===== config.mk =====
export PLATFORM = sky130hd
export DESIGN_NAME = step_barrier_controller
export DESIGN_NICKNAME = d
export VERILOG_FILES = /design/src/hdl/sbc_pkg.sv /design/src/hdl/sbc_cfg.sv /design/src/hdl/sbc_core.sv /design/src/hdl/step_barrier_controller.sv
export SDC_FILE = /design/constraint.sdc
export NUM_CORES = 1
export LEC_CHECK = 0
export ABC_CLOCK_PERIOD_IN_PS = 5300
export BUFFER_PORTS_ARGS = -buffer_cell sky130_fd_sc_hd__buf_4
export CORE_MARGIN = 3
export CORE_UTILIZATION = 55
export DETAILED_ROUTE_END_ITERATION = 16
export PLACE_DENSITY = 0.86
export SLEW_MARGIN = 40
export SYNTH_ARGS = -nofsm -noshare
export SYNTH_HDL_FRONTEND = slang
export SYNTH_SLANG_ARGS = --single-unit

===== constraint.sdc =====
create_clock -name clk -period 5.3 [get_ports clk]
set_clock_uncertainty 0.05 [all_clocks]
set_input_delay 1.06 -clock clk [delete_from_list [all_inputs] [get_ports clk]]
set_output_delay 1.06 -clock clk [all_outputs]
set_load 0.02 [all_outputs]

===== src/hdl/sbc_pkg.sv =====
package sbc_pkg;

  localparam int NUM_PE = 64;

  localparam int CNT_W  = 7;
  localparam int SEQ_W  = 32;
  localparam int CFGI_W = 3;

  typedef enum logic [1:0] {
    CMD_READY   = 2'd0,
    CMD_DONE    = 2'd1,
    CMD_START   = 2'd2,
    CMD_UNKNOWN = 2'd3
  } cmd_t;

  typedef enum logic [3:0] {
    ST_READY        = 4'd0,
    ST_DONE         = 4'd1,
    ST_STARTED      = 4'd2,
    ST_MAX          = 4'd3,
    ST_IGNORED      = 4'd4,
    ST_EARLY_DONE   = 4'd5,
    ST_SEQ_MISMATCH = 4'd6,
    ST_STRAY_START  = 4'd7,
    ST_FATAL        = 4'd8,
    ST_HALTED       = 4'd9
  } status_t;

  typedef enum logic [CFGI_W-1:0] {
    REG_PE_COUNT  = 3'd0,
    REG_START_SEQ = 3'd1,
    REG_MAX_STEPS = 3'd2,
    REG_REQ_ALL   = 3'd3,
    REG_STRICT    = 3'd4
  } reg_idx_t;

  typedef struct packed {
    logic [CNT_W-1:0] elem_cnt;
    logic [SEQ_W-1:0] base_seq;
    logic [SEQ_W-1:0] step_limit;
    logic             all_ready_req;
    logic             strict_check;
  } cfg_t;

  typedef struct packed {
    logic [3:0]       status;
    logic [SEQ_W-1:0] current_step;
    logic [SEQ_W-1:0] completed_steps;
    logic [SEQ_W-1:0] warnings;
  } res_t;

endpackage


===== src/hdl/sbc_cfg.sv =====
module sbc_cfg (
  input  logic                       clk,
  input  logic                       rst_n,
  input  logic                       cfg_valid,
  output logic                       cfg_ready,
  input  logic [sbc_pkg::CFGI_W-1:0] cfg_index,
  input  logic [sbc_pkg::SEQ_W-1:0]  cfg_data,
  output sbc_pkg::cfg_t              cfg
);

  sbc_pkg::cfg_t cfg_r;
  sbc_pkg::cfg_t cfg_nxt;

  assign cfg_ready = 1'b1;
  assign cfg       = cfg_r;

  always_comb begin
    cfg_nxt = cfg_r;
    if (cfg_valid) begin
      unique case (cfg_index)
        sbc_pkg::REG_PE_COUNT:  cfg_nxt.elem_cnt   = cfg_data[sbc_pkg::CNT_W-1:0];
        sbc_pkg::REG_START_SEQ: cfg_nxt.base_seq   = cfg_data;
        sbc_pkg::REG_MAX_STEPS: cfg_nxt.step_limit = cfg_data;
        sbc_pkg::REG_REQ_ALL:   cfg_nxt.all_ready_req = cfg_data[0];
        sbc_pkg::REG_STRICT:    cfg_nxt.strict_check = cfg_data[0];
        default: ;
      endcase
    end
  end

  always_ff @(posedge clk) begin
    if (!rst_n) begin
      cfg_r.elem_cnt      <= sbc_pkg::CNT_W'(sbc_pkg::NUM_PE);
      cfg_r.base_seq      <= sbc_pkg::SEQ_W'(1);
      cfg_r.step_limit    <= '0;
      cfg_r.all_ready_req <= 1'b1;
      cfg_r.strict_check  <= 1'b0;
    end else begin
      cfg_r <= cfg_nxt;
    end
  end

endmodule


===== src/hdl/sbc_core.sv =====
module sbc_core (
  input  logic                      clk,
  input  logic                      rst_n,
  input  sbc_pkg::cfg_t             cfg,
  input  logic                      apply,
  input  logic [1:0]                cmd,
  input  logic [sbc_pkg::CNT_W-1:0] elem_id,
  input  logic [sbc_pkg::SEQ_W-1:0] step_number,
  output sbc_pkg::res_t             res
);

  localparam logic [sbc_pkg::SEQ_W-1:0] SEQ_ONE = sbc_pkg::SEQ_W'(1);
  localparam logic [sbc_pkg::SEQ_W-1:0] SEQ_MAX = '1;

  logic [sbc_pkg::NUM_PE-1:0] ready_r, ready_nxt;
  logic [sbc_pkg::NUM_PE-1:0] done_r, done_nxt;
  logic                       running_r, running_nxt;
  logic                       halted_r, halted_nxt;
  logic [sbc_pkg::SEQ_W-1:0]  seq_r, seq_nxt;
  logic [sbc_pkg::SEQ_W-1:0]  total_r, total_nxt;
  logic [sbc_pkg::SEQ_W-1:0]  warn_r, warn_nxt;

  logic [sbc_pkg::CNT_W-1:0]  act_n;
  logic [sbc_pkg::NUM_PE-1:0] mask;
  logic [sbc_pkg::NUM_PE-1:0] sel;
  logic [sbc_pkg::NUM_PE-1:0] ready_set;
  logic [sbc_pkg::NUM_PE-1:0] done_set;
  logic [sbc_pkg::SEQ_W-1:0]  total_inc;
  logic [3:0]                 status;
  logic                       viol;
  logic [3:0]                 viol_st;

  always_comb begin
    if (cfg.elem_cnt == '0) begin
      act_n = sbc_pkg::CNT_W'(1);
    end else if (cfg.elem_cnt > sbc_pkg::CNT_W'(sbc_pkg::NUM_PE)) begin
      act_n = sbc_pkg::CNT_W'(sbc_pkg::NUM_PE);
    end else begin
      act_n = cfg.elem_cnt;
    end
    for (int i = 0; i < sbc_pkg::NUM_PE; i++) begin
      mask[i] = sbc_pkg::CNT_W'(i) < act_n;
      sel[i]  = elem_id == sbc_pkg::CNT_W'(i);
    end
  end

  assign ready_set = ready_r | sel;
  assign done_set  = done_r | sel;
  assign total_inc = total_r + SEQ_ONE;

  always_comb begin
    ready_nxt   = ready_r;
    done_nxt    = done_r;
    running_nxt = running_r;
    halted_nxt  = halted_r;
    seq_nxt     = seq_r;
    total_nxt   = total_r;
    warn_nxt    = warn_r;
    viol        = 1'b0;
    viol_st     = sbc_pkg::ST_IGNORED;
    status      = sbc_pkg::ST_IGNORED;

    if (halted_r) begin
      status = sbc_pkg::ST_HALTED;
    end else if (elem_id >= act_n || cmd == sbc_pkg::CMD_UNKNOWN) begin
      status = sbc_pkg::ST_IGNORED;
    end else begin
      case (cmd)
        sbc_pkg::CMD_READY: begin
          ready_nxt = ready_set;
          status    = sbc_pkg::ST_READY;
          if (!running_r && (!cfg.all_ready_req || (ready_set & mask) == mask)) begin
            running_nxt = 1'b1;
            seq_nxt     = (cfg.base_seq == '0) ? SEQ_ONE : cfg.base_seq;
            done_nxt    = '0;
            status      = sbc_pkg::ST_STARTED;
          end
        end
        sbc_pkg::CMD_DONE: begin
          if (!running_r) begin
            viol    = 1'b1;
            viol_st = sbc_pkg::ST_EARLY_DONE;
          end else if (step_number != seq_r) begin
            viol    = 1'b1;
            viol_st = sbc_pkg::ST_SEQ_MISMATCH;
          end else begin
            done_nxt = done_set;
            status   = sbc_pkg::ST_DONE;
            if ((done_set & mask) == mask) begin
              total_nxt = total_inc;
              if (cfg.step_limit != '0 && total_inc >= cfg.step_limit) begin
                status = sbc_pkg::ST_MAX;
              end else begin
                seq_nxt  = seq_r + SEQ_ONE;
                done_nxt = '0;
                status   = sbc_pkg::ST_STARTED;
              end
            end
          end
        end
        default: begin
          viol    = 1'b1;
          viol_st = sbc_pkg::ST_STRAY_START;
        end
      endcase
      if (viol) begin
        if (cfg.strict_check) begin
          halted_nxt = 1'b1;
          status     = sbc_pkg::ST_FATAL;
        end else begin
          if (warn_r != SEQ_MAX) begin
            warn_nxt = warn_r + SEQ_ONE;
          end
          status = viol_st;
        end
      end
    end

    res.status          = status;
    res.current_step    = seq_nxt;
    res.completed_steps = total_nxt;
    res.warnings        = warn_nxt;
  end

  always_ff @(posedge clk) begin
    if (!rst_n) begin
      ready_r   <= '0;
      done_r    <= '0;
      running_r <= 1'b0;
      halted_r  <= 1'b0;
      seq_r     <= '0;
      total_r   <= '0;
      warn_r    <= '0;
    end else if (apply) begin
      ready_r   <= ready_nxt;
      done_r    <= done_nxt;
      running_r <= running_nxt;
      halted_r  <= halted_nxt;
      seq_r     <= seq_nxt;
      total_r   <= total_nxt;
      warn_r    <= warn_nxt;
    end
  end

endmodule


===== src/hdl/step_barrier_controller.sv =====
// Path: input register, then barrier update into the result register;
//   out_valid rises when the result register loads.
// Throughput: one item per cycle while the output is not stalled; state is
//   updated in the same cycle the result register loads, so back-to-back
//   items see each other's effects.
// Reset (rst_n low, synchronous): barrier state, counters and valid flags
//   clear; configuration returns to its defaults.
module step_barrier_controller (
  input  logic                       clk,
  input  logic                       rst_n,
  input  logic                       in_valid,
  output logic                       in_stall,
  input  logic [1:0]                 in_cmd,
  input  logic [sbc_pkg::CNT_W-1:0]  in_elem_id,
  input  logic [sbc_pkg::SEQ_W-1:0]  in_step_number,
  output logic                       out_valid,
  input  logic                       out_stall,
  output logic [3:0]                 out_status,
  output logic [sbc_pkg::SEQ_W-1:0]  out_current_step,
  output logic [sbc_pkg::SEQ_W-1:0]  out_completed_steps,
  output logic [sbc_pkg::SEQ_W-1:0]  out_warnings,
  input  logic                       cfg_valid,
  output logic                       cfg_ready,
  input  logic [sbc_pkg::CFGI_W-1:0] cfg_index,
  input  logic [sbc_pkg::SEQ_W-1:0]  cfg_data
);

  sbc_pkg::cfg_t cfg;
  sbc_pkg::res_t res;
  sbc_pkg::res_t res_r;

  logic                      vld_r;
  logic [1:0]                cmd_r;
  logic [sbc_pkg::CNT_W-1:0] idx_r;
  logic [sbc_pkg::SEQ_W-1:0] seq_r;
  logic                      out_vld_r;
  logic                      out_free;
  logic                      adv;

  assign out_free = !out_vld_r || !out_stall;
  assign adv      = vld_r && out_free;
  assign in_stall = vld_r && !out_free;

  sbc_cfg u_cfg (
    .clk       (clk),
    .rst_n     (rst_n),
    .cfg_valid (cfg_valid),
    .cfg_ready (cfg_ready),
    .cfg_index (cfg_index),
    .cfg_data  (cfg_data),
    .cfg       (cfg)
  );

  sbc_core u_core (
    .clk         (clk),
    .rst_n       (rst_n),
    .cfg         (cfg),
    .apply       (adv),
    .cmd         (cmd_r),
    .elem_id     (idx_r),
    .step_number (seq_r),
    .res         (res)
  );

  always_ff @(posedge clk) begin
    if (!rst_n) begin
      vld_r     <= 1'b0;
      out_vld_r <= 1'b0;
    end else begin
      if (!in_stall) begin
        vld_r <= in_valid;
      end
      if (out_free) begin
        out_vld_r <= vld_r;
      end
    end
  end

  always_ff @(posedge clk) begin
    if (in_valid && !in_stall) begin
      cmd_r <= in_cmd;
      idx_r <= in_elem_id;
      seq_r <= in_step_number;
    end
    if (adv) begin
      res_r <= res;
    end
  end

  assign out_valid           = out_vld_r;
  assign out_status          = res_r.status;
  assign out_current_step    = res_r.current_step;
  assign out_completed_steps = res_r.completed_steps;
  assign out_warnings        = res_r.warnings;

endmodule


==> run metrics <==
result of the run finished, final reports clean; Crit path arrival time approximately 5.4 ns; Hold Path Depth 2; Max FO, Critical Path 5; ratio of final minimum period to clock period between 90% and 100%; dominant combinational cell family by area after synthesis simple AND/OR/NAND/NOR gates; leak pwr roughly 10 nW; post-route ant nets 0; Final Routed Wirelength 75.2 mm; most common cell after layout, fill and taps aside sky130_fd_sc_hd__nor2_1; via count of the first global-routing pass 20.1k; wire per inst roughly 23 µm; layout cells sized above 1 ~17%; Reg-to-Reg End out_current_step[10]; number of warnings reported in the yosys synthesis log 0; asr flop ratio synth 0%; highest-delay cell along the critical path sky130_fd_sc_hd__or4_4; most used flip-flop cell after synthesis sky130_fd_sc_hd__dfxtp_1; Post-Syn Nets 2653; root buffer selected by CTS sky130_fd_sc_hd__clkbuf_16; CTS H-tree lvls 2; detailed-routed wire length on met2 around 34 mm; Overall Global Routing Usage between 30% and 40%; Synth cell types 89; pin count of the biggest net entering global routing roughly 170; Internal Power between 5 and 6 mW; portion of total power attributed to sequential cells 47.4%; global-route wire length before repair approximately 110 mm; clock transition time at the flip-flop clock pins of the worst setup and hold paths approximately 0.070 ns; Worst Setup End Kind register; die outline area around 43000 µm²; class of the most critical hold timing path register to register; launch point of the worst reg-to-reg path u_core.total_r[4]; Finish-stage setup viols 0; Max stage delay on crit path between 0.5 and 0.6 ns; mean instance size in the synthesized netlist approximately 8.7 µm²; max-cap viol count 0; initial antenna violation count 0; number of enable-type register cells in the synthesized netlist around 140; worst reg2reg setup slack ~0.18 ns; initial drt markers approximately 2.4k; worst path required time ~5.6 ns; worst slew slack as a fraction of its limit between 40% and 50%; TritonCTS clock tree done; chain of cells forming the critical path nand2_1 > nor4_4 > and3_4 > and3_1 > and3_1 > nand3_1 > buf_4 > nor2_2 > xor2_1 > ha_1 > o21ai_0 > a22oi_1 > o21ai_2 > o2111a_1 > a211oi_2 > or4_4 > or4_4 > o22a_1 > o22a_1; P per Cell Area 290 nW/µm²; uppermost signal routing layer after detailed routing met4; Setup Buffers After CTS 0; simple-gate portion of the synthesized area approximately 23%; Hold Buf Count CTS 0; final global-route overflow total 0; mux cell area share after synthesis less than 1%; Clock Path Buffers 3; fraction of the mapped netlist area in compound gates about 16%; I/O pins 184; setup repair after global routing missed its margin false; number of rows in the core area 72; number of sinks driven by the clock tree 442; net switching power of the design 1.88 mW; core area approximately 40000 µm²; worst voltage drop across the vdd grid 0.239 mV; post-placement cell area roughly 25000 µm²; cell area after layout around 26000 µm²; highest-count cells in the layout ignoring fill and taps 346 x sky130_fd_sc_hd__nor2_1, 303 x sky130_fd_sc_hd__buf_4, 298 x sky130_fd_sc_hd__dfxtp_1; wire length the detailed router placed on met1 28.9 mm; via-per-instance ratio 6.43; source-to-sink clock delay at the later pin of the worst-skew pair 0.60 ns; number of inserted filler cells in the final layout approximately 3.1k; xor-xnor portion of the synthesized cell area between 7 and 8%; post-synthesis instance area roughly 22000 µm²; number of buffers inserted by port buffering ~180; post-synthesis adder-cell area fraction 2.38%; crit path kind register to register; remaining design rule violation count 0; Gate Count Post-Synth 2530; floorplan die height approximately 210 µm; part of the Yosys area used for sequential elements 46.5%; DIE WIDTH 206 µm; share of power burned in combinational logic 7.7%; met3 wirelength from detailed routing 7.40 mm; switching part of the total power between 20% and 30%; net count reported at finish approximately 2.8k; worst min-delay path startpoint u_core.ready_r[0]; number of optimization iterations in the first detailed-route pass 6; Final Wtd Congestion about 1.0; number of storage elements in the synthesis netlist about 440; total half-perimeter wirelength after legalization and detailed placement 52.1 mm; cell count of the worst reg-to-reg path 19; starting density of the core between 50% and 60%; layout overhead on the synthesized area 19.2%; max-slew violation total from the final report 0; via total after detailed routing around 21k; Worst Hold Slack 0.410 ns; final period demand of the worst path 5.12 ns; Peak Freq ~0.20 GHz; endpoint of the worst hold-timing path u_core.ready_r[0]; number of CTS-inserted buffers 47; transition time at the pin with the least slew margin 0.860 ns; clock share of power between 40 and 50%; Hold Fails Final Rpt 0; startpoint type of the worst setup path register
stage by stage:
| stage | power, mW | TNS [ns] | util [%] | cells | setup WS [ns] |
|---|---|---|---|---|---|
| detailed placement | 4.26 | -0.0238 | 63.0 | 3177 | -0.0238 |
| CTS | 7.65 | 0 | 67.2 | 3264 | 0.0185 |
| global placement | 4.25 | 0 | 62.8 | 3174 | 0.115 |
| global route | 7.83 | 0 | 67.3 | 3264 | 0.00705 |
| finish | 7.64 | 0 | 67.3 | 3266 | 0.182 |
| floorplan | 3.98 | 0 | - | 2530 | 0.0258 |
worst max-delay path by stage:
stage	from	depth (start not counted)	to	slack, ns
after detailed placement	u_core.total_r[0]	20	out_current_step[10]	-0.02
after floorplan	u_core.total_r[0]	20	out_current_step[10]	0.03
final	u_core.total_r[4]	19	out_current_step[10]	0.18
after global placement	u_core.total_r[0]	20	out_current_step[10]	0.11
after global routing	u_core.total_r[0]	20	out_current_step[10]	0.007
after CTS	u_core.total_r[0]	19	out_current_step[10]	0.02
final cells by class:
| cell class | instances | area [µm²] | share of cell area, % |
|---|---|---|---|
| inverter | 62 | 240 | 0.913 |
| multi-input combinational | 1837 | 11000 | 41.7 |
| clock buffer | 68 | 1440 | 5.47 |
| clock inverter | 19 | 165 | 0.628 |
| tap | 518 | 648 | 2.46 |
| sequential | 442 | 10300 | 39.0 |
| antenna | 2 | 5.00 | 0.0190 |
| timing repair buffer | 318 | 2590 | 9.84 |
Yosys cell counts, types with 6 or more instances:
cell	n	area share [%]
sky130_fd_sc_hd__o2111ai_1	7	0.28
sky130_fd_sc_hd__buf_1	15	0.26
sky130_fd_sc_hd__nand2b_1	6	0.17
sky130_fd_sc_hd__a2111oi_0	8	0.32
sky130_fd_sc_hd__a21oi_1	238	5.4
sky130_fd_sc_hd__or4_1	15	0.51
sky130_fd_sc_hd__a31oi_1	34	0.96
sky130_fd_sc_hd__or2_2	14	0.40
sky130_fd_sc_hd__edfxtp_1	141	19
sky130_fd_sc_hd__nand4_1	44	1.2
sky130_fd_sc_hd__nor3_1	79	1.8
sky130_fd_sc_hd__inv_1	59	1.0
sky130_fd_sc_hd__buf_2	19	0.43
sky130_fd_sc_hd__o31ai_1	10	0.34
sky130_fd_sc_hd__and2_1	23	0.65
sky130_fd_sc_hd__nor2_1	350	6.0
sky130_fd_sc_hd__and3_1	38	1.1
sky130_fd_sc_hd__a211o_1	11	0.44
sky130_fd_sc_hd__ha_1	42	2.4
sky130_fd_sc_hd__xnor2_1	95	3.8
sky130_fd_sc_hd__a21o_1	10	0.34
sky130_fd_sc_hd__and4_1	7	0.28
sky130_fd_sc_hd__o21ai_1	7	0.16
sky130_fd_sc_hd__o21a_1	11	0.37
sky130_fd_sc_hd__o22ai_1	12	0.34
sky130_fd_sc_hd__a221oi_1	15	0.60
sky130_fd_sc_hd__or3_1	17	0.48
sky130_fd_sc_hd__nand2_1	264	4.5
sky130_fd_sc_hd__o31a_1	9	0.36
sky130_fd_sc_hd__clkbuf_1	152	2.6
sky130_fd_sc_hd__nand3_1	71	1.6
sky130_fd_sc_hd__o211ai_1	13	0.44
sky130_fd_sc_hd__a22oi_1	12	0.41
sky130_fd_sc_hd__nor4_1	54	1.5
sky130_fd_sc_hd__o21ai_0	61	1.4
sky130_fd_sc_hd__a32oi_1	6	0.24
sky130_fd_sc_hd__mux2i_1	7	0.32
sky130_fd_sc_hd__a211oi_1	32	1.1
sky130_fd_sc_hd__nand4b_1	6	0.24
sky130_fd_sc_hd__and4b_1	6	0.27
sky130_fd_sc_hd__xor2_1	90	3.6
sky130_fd_sc_hd__dfxtp_1	301	27
repair_timing:
| action | CTS | global route |
|---|---|---|
| gates resized for setup | 3 | 12 |
| pin swaps | 1 | 2 |
| setup endpoints to repair | 3 | 120 |
| endpoints found under the hold margin | 0 | 0 |
logic make-up after synthesis:
| kind of cell | count (synthesis) |
|---|---|
| buffers and inverters | 251 |
| DFF | 442 |
| AOI/OAI and AO/OA | 558 |
| and+or+nand+nor | 1042 |
| xor gates and xnor gates | 185 |
| other | 1 |
| adders and majority gates | 42 |
| muxes | 9 |
critical path, delay by kind of cell, from the launching register on:
kind | cells | cell delay [ns]
XOR/XNOR | 1 | 0.21
buffers and inverters | 1 | 0.18
AO/OA/AOI/OAI | 7 | 1.20
flip-flops | 1 | 0.45
AND/OR/NAND/NOR | 9 | 2.51
adder cells (fa/ha/maj) | 1 | 0.28
registers in the layout, indices dropped and copies added, names as in the netlist:
signal               flops
cmd_r                    2
idx_r                    7
out_completed_steps     32
out_current_step        32
out_status               4
out_valid                1
out_warnings            32
seq_r                   32
u_cfg.cfg               73
u_core.done_r           64
u_core.halted_r          1
u_core.ready_r          64
u_core.running_r         1
u_core.seq_r            32
u_core.total_r          32
u_core.warn_r           32
vld_r                    1
power groups by stage:
stage                     Combinational, mW  Sequential (mW)  Clock [mW]
after floorplan                       0.262             3.72           0
after global placement                0.555             3.69           0
after detailed placement              0.573             3.69           0
after CTS                             0.577             3.62        3.45
after global routing                  0.621             3.63        3.58
final                                 0.591             3.62        3.43
layer usage:
metal	vias up	GRT usage [%]
met5	-	0
met4	0	19.0
met3	306	5.54
met2	1307	55.5
met1	9952	44.1
li1	9434	-
No activity file was read; power rests on OpenSTA's default activity.
